### config.mk
export PLATFORM = sky130hd
export DESIGN_NAME = circular_queue_engine
export DESIGN_NICKNAME = d
export VERILOG_FILES = /design/src/rtl/cqe_pkg.sv /design/src/rtl/circular_queue_engine.sv /design/src/rtl/cqe_ram.sv /design/src/rtl/cqe_ctrl.sv
export SDC_FILE = /design/constraint.sdc
export NUM_CORES = 1
export LEC_CHECK = 0
export ABC_AREA = 1
export BUFFER_PORTS_ARGS = -buffer_cell sky130_fd_sc_hd__clkbuf_2
export CORE_UTILIZATION = 45
export DETAILED_ROUTE_END_ITERATION = 8
export SYNTH_ARGS = -nofsm -noshare
export SYNTH_HDL_FRONTEND = slang
export SYNTH_SLANG_ARGS = --single-unit
export TNS_END_PERCENT = 5
### constraint.sdc
create_clock -name clk -period 5.3 [get_ports clk]
set_input_delay 1.06 -clock clk [delete_from_list [all_inputs] [get_ports clk]]
set_output_delay 1.06 -clock clk [all_outputs]
set_load 0.03 [all_outputs]
### src/rtl/cqe_pkg.sv
// cqe_pkg: shared constants, codes and structs of the circular queue engine
// no dependencies; imported by every rtl file of the block except cqe_ram
`default_nettype none

package cqe_pkg;

	// queue geometry
	localparam int DEPTH  = 8;
	localparam int PTR_W  = (DEPTH > 1) ? $clog2(DEPTH) : 1;
	localparam int CNT_W  = $clog2(DEPTH + 1);
	localparam int WORD_W = 32;

	// input action codes
	typedef enum logic [2:0] {
		ACT_ENQ   = 3'd0,
		ACT_DEQ   = 3'd1,
		ACT_QUERY = 3'd2,
		ACT_OVWR  = 3'd3,
		ACT_READ  = 3'd4
	} action_t;

	// result status codes
	typedef enum logic [1:0] {
		ST_OK    = 2'd0,
		ST_FULL  = 2'd1,
		ST_EMPTY = 2'd2,
		ST_RANGE = 2'd3
	} status_t;

	// memory access request from the controller
	typedef struct packed {
		logic              we;
		logic [PTR_W-1:0]  waddr;
		logic [WORD_W-1:0] wdata;
		logic              re;
		logic [PTR_W-1:0]  raddr;
	} ram_req_t;

	// result stage carried alongside the memory read
	typedef struct packed {
		logic       valid;
		status_t    status;
		logic [3:0] free_slots;
		logic       last;
		logic       from_ram;
	} res_t;

	// circular pointer advance
	function automatic logic [PTR_W-1:0] ptr_next(input logic [PTR_W-1:0] p);
		logic [PTR_W-1:0] r;
		if (p == PTR_W'(DEPTH - 1)) r = '0;
		else r = p + 1'b1;
		return r;
	endfunction

endpackage

`default_nettype wire

### src/rtl/circular_queue_engine.sv
// circular_queue_engine: top level of the circular word queue
// depends on cqe_pkg, cqe_ctrl and cqe_ram
//
// An item is taken when start is high and busy is low. Every result shows
// on the result ports for exactly one cycle with done high, the cycle after
// the item (or the memory read) that caused it; the receiver cannot stall,
// so it must take each result in that cycle. Enqueue, dequeue, free-space
// query and overwrite never raise busy, so they may follow one another in
// every cycle. A readout of n stored words gives n results in consecutive
// cycles and holds busy high while its remaining words are read after it
// is taken: the storage memory has one read port and yields one word per
// cycle. Unused action codes give no result. Storage contents are undefined
// until written; there is no clearing pass after reset.
`default_nettype none

module circular_queue_engine import cqe_pkg::*; (
	input  wire logic               clk,
	input  wire logic               arst_n,
	input  wire logic               start,
	output logic                    busy,
	input  wire logic [2:0]         action,
	input  wire logic signed [31:0] data_word,
	input  wire logic [2:0]         slot_index,
	output logic                    done,
	output logic [1:0]              status,
	output logic signed [31:0]      read_word,
	output logic [3:0]              free_slots,
	output logic                    last_of_run
);

	ram_req_t          ram_req;
	res_t              res;
	logic [WORD_W-1:0] rd_data;

	// sequencer and pointer state
	cqe_ctrl u_ctrl (
		.clk        (clk),
		.arst_n     (arst_n),
		.start      (start),
		.action     (action),
		.data_word  (WORD_W'(data_word)),
		.slot_index (slot_index),
		.busy       (busy),
		.ram_req    (ram_req),
		.res        (res)
	);

	// word storage
	cqe_ram #(
		.WIDTH (WORD_W),
		.DEPTH (DEPTH)
	) u_ram (
		.clk   (clk),
		.we    (ram_req.we),
		.waddr (ram_req.waddr),
		.wdata (ram_req.wdata),
		.re    (ram_req.re),
		.raddr (ram_req.raddr),
		.rdata (rd_data)
	);

	// result transfer
	assign done        = res.valid;
	assign status      = res.status;
	assign free_slots  = res.free_slots;
	assign last_of_run = res.last;
	assign read_word   = res.from_ram ? signed'(rd_data) : 32'sd0;

endmodule

`default_nettype wire

### src/rtl/cqe_ram.sv
// cqe_ram: generic single-write, single-read synchronous memory
// registered read data; no package dependency
`default_nettype none

module cqe_ram #(
	parameter int WIDTH = 32,
	parameter int DEPTH = 8,
	localparam int AW = (DEPTH > 1) ? $clog2(DEPTH) : 1
) (
	input  wire logic             clk,
	input  wire logic             we,
	input  wire logic [AW-1:0]    waddr,
	input  wire logic [WIDTH-1:0] wdata,
	input  wire logic             re,
	input  wire logic [AW-1:0]    raddr,
	output logic      [WIDTH-1:0] rdata
);

	logic [WIDTH-1:0] mem [DEPTH];
	logic [WIDTH-1:0] rdata_q;

	// write port
	always_ff @(posedge clk) begin
		if (we) mem[waddr] <= wdata;
	end

	// registered read port
	always_ff @(posedge clk) begin
		if (re) rdata_q <= mem[raddr];
	end

	assign rdata = rdata_q;

endmodule

`default_nettype wire

### src/rtl/cqe_ctrl.sv
// cqe_ctrl: pointers, occupancy, readout sequencer and result stage
// depends on cqe_pkg; drives the storage memory through ram_req_t
`default_nettype none

module cqe_ctrl import cqe_pkg::*; (
	input  wire logic              clk,
	input  wire logic              arst_n,
	input  wire logic              start,
	input  wire logic [2:0]        action,
	input  wire logic [WORD_W-1:0] data_word,
	input  wire logic [2:0]        slot_index,
	output logic                   busy,
	output ram_req_t               ram_req,
	output res_t                   res
);

	logic [PTR_W-1:0] front_q, front_d;
	logic [PTR_W-1:0] rear_q, rear_d;
	logic [CNT_W-1:0] occ_q, occ_d;
	logic [PTR_W-1:0] run_left_q, run_left_d;
	logic [PTR_W-1:0] run_ptr_q, run_ptr_d;
	res_t             res_s1, res_d;
	logic             accept;
	logic             full;
	logic             empty;

	assign busy   = (run_left_q != '0);
	assign accept = start & ~busy;
	assign full   = (occ_q == CNT_W'(DEPTH));
	assign empty  = (occ_q == '0);

	// action decode, pointer update and memory request
	always_comb begin
		front_d    = front_q;
		rear_d     = rear_q;
		occ_d      = occ_q;
		run_left_d = run_left_q;
		run_ptr_d  = run_ptr_q;
		ram_req    = '{we: 1'b0, waddr: rear_q, wdata: data_word,
			re: 1'b0, raddr: front_q};
		res_d      = '{valid: 1'b0, status: ST_OK, free_slots: 4'd0,
			last: 1'b1, from_ram: 1'b0};
		if (busy) begin
			// readout run: one word per cycle
			ram_req.re     = 1'b1;
			ram_req.raddr  = run_ptr_q;
			res_d.valid    = 1'b1;
			res_d.from_ram = 1'b1;
			res_d.last     = (run_left_q == PTR_W'(1));
			run_left_d     = run_left_q - 1'b1;
			run_ptr_d      = ptr_next(run_ptr_q);
		end else if (accept) begin
			unique case (action)
				ACT_ENQ: begin
					res_d.valid = 1'b1;
					if (full) begin
						res_d.status = ST_FULL;
					end else begin
						ram_req.we = 1'b1;
						rear_d     = ptr_next(rear_q);
						occ_d      = occ_q + 1'b1;
					end
				end
				ACT_DEQ: begin
					res_d.valid = 1'b1;
					if (empty) begin
						res_d.status = ST_EMPTY;
					end else begin
						ram_req.re     = 1'b1;
						res_d.from_ram = 1'b1;
						front_d        = ptr_next(front_q);
						occ_d          = occ_q - 1'b1;
					end
				end
				ACT_QUERY: begin
					res_d.valid = 1'b1;
					if (full) res_d.status = ST_FULL;
					else res_d.free_slots = 4'(CNT_W'(DEPTH) - occ_q);
				end
				ACT_OVWR: begin
					res_d.valid = 1'b1;
					if (int'(slot_index) < DEPTH) begin
						ram_req.we    = 1'b1;
						ram_req.waddr = PTR_W'(slot_index);
					end else begin
						res_d.status = ST_RANGE;
					end
				end
				ACT_READ: begin
					res_d.valid = 1'b1;
					if (empty) begin
						res_d.status = ST_EMPTY;
					end else begin
						ram_req.re     = 1'b1;
						res_d.from_ram = 1'b1;
						res_d.last     = (occ_q == CNT_W'(1));
						run_left_d     = PTR_W'(occ_q - 1'b1);
						run_ptr_d      = ptr_next(front_q);
					end
				end
				default: begin
					// unused codes: no result, no state change
				end
			endcase
		end
	end

	// control state and result stage
	always_ff @(posedge clk or negedge arst_n) begin
		if (!arst_n) begin
			front_q    <= '0;
			rear_q     <= '0;
			occ_q      <= '0;
			run_left_q <= '0;
			res_s1     <= '0;
		end else begin
			front_q    <= front_d;
			rear_q     <= rear_d;
			occ_q      <= occ_d;
			run_left_q <= run_left_d;
			res_s1     <= res_d;
		end
	end

	// run pointer
	always_ff @(posedge clk) begin
		run_ptr_q <= run_ptr_d;
	end

	assign res = res_s1;

endmodule

`default_nettype wire

### Yosys cells after proc, flatten, opt, wreduce, memory -nomap -nowiden

Memories as Yosys holds them, arrays and structs flattened. A register that Yosys moved wholly into a read port is not among the register bits.
Index checks and enable logic that the tools add are counted.

* reductions and logical operators: 12
* bitwise operators: 4
* equality and inequality tests: 13
* multiplexer cells: 39
* $add $sub $neg: 7

Operators with widths (count)
* $mux W3: 13
* $mux W32: 1
* $mux W4: 6
* $eq A3 B3 Y1 const B: 4
* $mux W1: 10
* $add A3 B1 Y3 const B: 3
* $mux W9: 1
* $pmux W3 S3: 1
* $pmux W4 S2: 1
* $reduce_and A4 Y1: 2
* $eq A3 B1 Y1 const B: 2
* $eq A3 B2 Y1 const B: 2
* $mux W2: 3
* $mux W6: 1
* $reduce_bool A2 Y1: 3
* $reduce_and A5 Y1: 1
* $add A4 B1 Y4 const B: 1
* $eq A4 B1 Y1 const B: 1
* $eq A4 B4 Y1 const B: 1
* $logic_not A4 Y1: 1
* $ne A2 B2 Y1 const B: 2
* $pmux W1 S2: 2
* $reduce_or A2 Y1: 2
* $sub A4 B1 Y4 const B: 1
* other kinds (8): 10

* register bits: 25
* memories: 1
* input port bits: 41
* output and inout port bits: 41
* bits in writable memories: 256
* word-level logic and storage cells: 86

Memory list
* u_ram.mem: words 8, bits a word 32, read ports 1, clocked after memory_dff 1, write ports 1, line cqe_ram.sv:19 `logic [WIDTH-1:0] mem [DEPTH];`

### Depth between registers and ports, before layout

* word-level depth: 7
* depth in mapped cells: 12
* mapped depth without buffers: 10

### Cells and area by module

From an unflattened synthesis, not the netlist that was laid out.

* cell total of the unflattened synthesis: 1435
* area, all modules: 14152.3 um^2

Modules (own cells, without submodules)
* cqe_ram: cells an instance 1156, sequential area each 8648.3 um^2, area an instance 12192.9 um^2, times used 1
* cqe_ctrl: cells an instance 212, sequential area each 640.6 um^2, area an instance 1685.4 um^2, times used 1
* circular_queue_engine: cells an instance 67, sequential area each 0.0 um^2, area an instance 274.0 um^2, times used 1

### Worst setup path before layout

Ideal clock, no wire load.

* kind: input -> register
* start: input action[2]
* end: register u_ram.rdata_q[0], in the netlist u_ram.rdata[0], read port of u_ram.mem, enable pin
* setup slack: 1.080 ns
* required time: 4.834 ns
* arrival time: 3.755 ns
* stages: 3
* setup time: 0.466 ns
* path buffers: 0
* path through: nor3_2 > nor2_1 > o21ai_0

* longest elaborated chain between the ends: 5
* elaborated cells on any way between the ends: 6
* those cells by class: eq/ne (2); mux (3); reduce/logical (1)

Ends and longest elaborated chain
* from (decl): line circular_queue_engine.sv:21 `input wire logic [2:0] action,`
* $eq A3 B1 Y1 or $eq A3 B3 Y1 (tied branches): line cqe_ctrl.sv:53 `unique case (action)`
* $reduce_or A2 Y1 (no line) *
* $mux W1 *
* $mux W1 *: line cqe_ctrl.sv:52 `end else if (accept) begin`
* $mux W1 *: line cqe_ctrl.sv:43 `if (busy) begin`
* via u_ram.re: line cqe_ram.sv:14 `input wire logic re,`
* to (decl): line cqe_ram.sv:20 `logic [WIDTH-1:0] rdata_q;`

The timed path passes the listed nets; every way through them passes the cells marked *.
A chain may end at the register's enable or synchronous reset.

### Worst setup path in the final report

* start: register u_ctrl.run_left_q[0]
* end: memory u_ram.mem[2][26], enable pin

* longest elaborated chain between the ends: 7

Ends and longest elaborated chain
* from (decl): line cqe_ctrl.sv:20 `logic [PTR_W-1:0] run_left_q, run_left_d;`
* from (signal assigned): line cqe_ctrl.sv:120 `run_left_q <= run_left_d;`
* $reduce_bool A3 Y1 *: line cqe_ctrl.sv:27 `assign busy = (run_left_q != '0);`
* $not A1 Y1 (no line)
* $and A1 B1 Y1: line cqe_ctrl.sv:28 `assign accept = start & ~busy;`
* $mux W4: line cqe_ctrl.sv:52
* $mux W4 *: line cqe_ctrl.sv:43
* $mux W1: line cqe_ram.sv:24 `if (we) mem[waddr] <= wdata;`
* $mux W1 (implied by the code): line cqe_ram.sv:24
* to (decl): line cqe_ram.sv:19

Every way passes the cells marked *; elsewhere a longest branch is shown, timed or not.

==> metrics <==
status=finished clean; Net count, final=1,438; Critical path buffers and inverters=2; Area contributors post-synth=edfxtp_1 (62%), nand2_1 (9.9%), nand3_1 (6.4%), inv_1 (5.9%), nand3b_1 (5.1%); CTS tree=yes; min Tclk post-route=3.572 ns; PwrDens=569.4 nW/µm²; Worst EP required=5.41 ns; global-route wire length before repair=46,330 µm; FF-to-FF Start=u_ctrl.run_left_q[0]; Max IR drop VDD=0.3745 mV; Setup TNS=0 ns; post-cts sizing count=0; worst-path maximum fanout=32; Total GRT Usage=19.03%; Top delay family on crit path=simple AND/OR/NAND/NOR gates; sw power=3604 µW; die height=178.7 µm; crit path launch=u_ctrl.run_left_q[0]; post-CTS setup buffer count=0; Slew HR=20.29%; gr ovfl total=0; Clock Skew=0.01028 ns; critical path endpoint category=flip-flop; Arr. time, crit path=3.68 ns; fill cell count=2,772; CP max stage delay=0.99 ns; Die Area=31,930 µm²; Tightest Hold Check Type=reg -> reg; Leak=0.006849 µW; Gate power share=40.2%; Placer Congestion=0.7813; Netlist Area Pre-Place=14,050 µm²; worst slew pin tran=1.193 ns; CTS buffer count=35; I/O Pins=82; Ant. Diodes=0; worst-case clock buffer depth=3; MaxCap Viol Count=0; CTS clk-pin slew, worst paths=0.06 ns; Post-DP HPWL=15,780 µm; wirelength, routed=28,870 µm; final setup vio count=0; critical path launch point type=flip-flop; largest net degree at the start of global routing=74; cts hold-fix bufs=0; worst path cell trace=inv_1 > ha_1 > inv_1 > nor2_2 > nand2_1 > nor2_2 > nand2_1 > nand2_1 > nand2_1 > nor2_4; post-synth top area share=62.21%; Core Rows=64; antenna violations before repair=1; Port Buffer Count=81; DR DRC count=0; crit share post-route=67.39%; Antenna Violating Nets Remaining=0; routed len/inst=16.00 µm; Flop pwr share=35.5%; CTS Sinks=313; clock group share of total power=24.3%; Core ar.=30,670 µm²; DP Area=14,730 µm²; Hold Path Origin=u_ctrl.front_q[2]; Avg Inst Size Synth=10.58 µm²; Sw Ratio=40.21%; Seq/Total Area, Yosys=66.13%; post-DR vias/cell=4.948; Initial DRC Count=647; maximum clock rate=280.0 MHz; Crit Path Category=reg -> reg; Most common cell on crit path=nand2_1; Hold Violations, Final=0; Synth-to-Final Area Change=12.07%; initial cell density of the core=45.80%; Yosys cell types=29; vias in the first global route=8,643; H-tree depth=2; P_int=5360 µW; later-pin clock latency in the skew report=0.50 ns; Yosys reg bits=313; Chip Width=178.7 µm; fin. max-slew vios=0; Post-Syn Instances=1,328; Post-Syn Nets=1,381; Vias=8,927; RSZ-0062 raised after global routing=false; final instance area=15,740 µm²; fraction of layout cells with a size suffix above 1=10.72%; Root Driver=clkbuf_16; Detailed Routing Iterations Pass 1=7; YS warnings=0; CP max-delay cell=nor2_4; Yosys top cell by area=edfxtp_1
## cells in the final DEF, fill, tap and decap left out, types with 3 or more instances in the layout
| cell | Yosys | routed |
|---|---|---|
| buf_4 | 10 | 10 |
| clkbuf_1 | 12 | 16 |
| clkbuf_16 | 0 | 37 |
| clkbuf_2 | 0 | 81 |
| clkinv_1 | 0 | 5 |
| dfrtp_1 | 22 | 22 |
| edfxtp_1 | 291 | 291 |
| ha_1 | 12 | 12 |
| inv_1 | 221 | 221 |
| nand2_1 | 372 | 370 |
| nand2_4 | 1 | 3 |
| nand3_1 | 179 | 178 |
| nand3b_1 | 96 | 96 |
| nand4_1 | 3 | 3 |
| nor2_1 | 20 | 12 |
| nor2_4 | 1 | 9 |
| o21ai_0 | 21 | 20 |
| o21ai_4 | 1 | 4 |
| xor2_1 | 3 | 3 |
## stage by stage
step / worst slack [ns] / hold slack, ns / std cells / power (µW) / utilization, %
6_report: 1.728 / 0.5185 / 1804 / 8965 / 51.33
5_1_grt: 1.395 / 0.5578 / 1804 / 9625 / 51.33
4_1_cts: 1.685 / 0.5223 / 1804 / 9051 / 51.33
3_5_place_dp: 1.730 / 0.5091 / 1744 / 6866 / 48.02
3_3_place_gp: 1.775 / 0.5123 / 1744 / 6824 / 48.02
2_1_floorplan: 1.080 / 0.4782 / 1328 / 5960 / -
## layer usage
| metal | global-route usage (%) | vias to the layer above | routed length [µm] |
|---|---|---|---|
| li1 | - | 4467 | - |
| met1 | 25.65 | 4236 | 13300 |
| met2 | 31.91 | 180 | 13760 |
| met3 | 3.117 | 42 | 1311 |
| met4 | 5.085 | 2 | 480 |
| met5 | 0 | - | 11 |
## state kept, by name (all words and copies together), names as in the netlist
name               flops
u_ram.rdata           32
u_ctrl.occ_q           4
u_ctrl.run_ptr_q       3
u_ctrl.run_left_q      3
u_ram.mem            256
u_ctrl.rear_q          3
u_ctrl.front_q         3
u_ctrl.res             9
## cells in the mapped netlist (all sizes together)
master,number
edfxtp,291
inv,222
clkbuf,12
nor2,23
and2,1
a21oi,1
nand4,3
nand3,179
ha,12
nand2,373
o21ai,25
xor2,3
dfrtp,22
a41oi,1
nor4,1
nor3,3
nand3b,96
buf,59
a22oi,1
## power groups by stage
| stage | Combinational [µW] | Sequential [µW] | Clock (µW) |
|---|---|---|---|
| floorplan | 2750 | 3210 | 0 |
| CTS | 3650 | 3180 | 2220 |
| global route | 4110 | 3200 | 2310 |
| global placement | 3600 | 3230 | 0 |
| detailed placement | 3630 | 3230 | 0 |
| finish | 3610 | 3180 | 2180 |
## path summary, 6_finish.rpt
path | endpoint | slack, ns | depth (start not counted)
min | u_ctrl.front_q[2] | 0.52 | 2
min reg2reg | u_ctrl.front_q[2] | 0.52 | 2
max in group asynchronous | u_ctrl.run_left_q[2] | 4.39 | 1
max | u_ram.mem[2][26] | 1.73 | 10
max reg2reg | u_ram.mem[2][26] | 1.73 | 10
min in group asynchronous | u_ctrl.occ_q[1] | 0.54 | 1
## kinds of logic (layout without fill, tap and decap cells)
group	Yosys count	in the layout	share of synthesized area, %
and+or+nand+nor	679	679	22.60
DFF	313	313	66.13
buffers and inverters	293	373	8.845
AOI/OAI and AO/OA	28	28	1.176
adders and majority gates	12	12	1.069
xor gates and xnor gates	3	3	0.1871
## worst min-delay path, stage by stage, from the launching register on
cell	delay (ns)
dfrtp_1	0.37
nand2_1	0.05
o21ai_0	0.06
## area by class of cell
class	count	area [µm²]	area share, %
Sequential cell	313	9289	59.00
Multi-Input combinational cell	722	3630	23.06
Clock buffer	53	985.9	6.263
Inverter	222	833.3	5.293
Tap cell	396	495.5	3.147
Timing Repair Buffer	91	480.5	3.052
Clock inverter	7	28.78	0.1828
No activity file was read; power rests on OpenSTA's default activity.
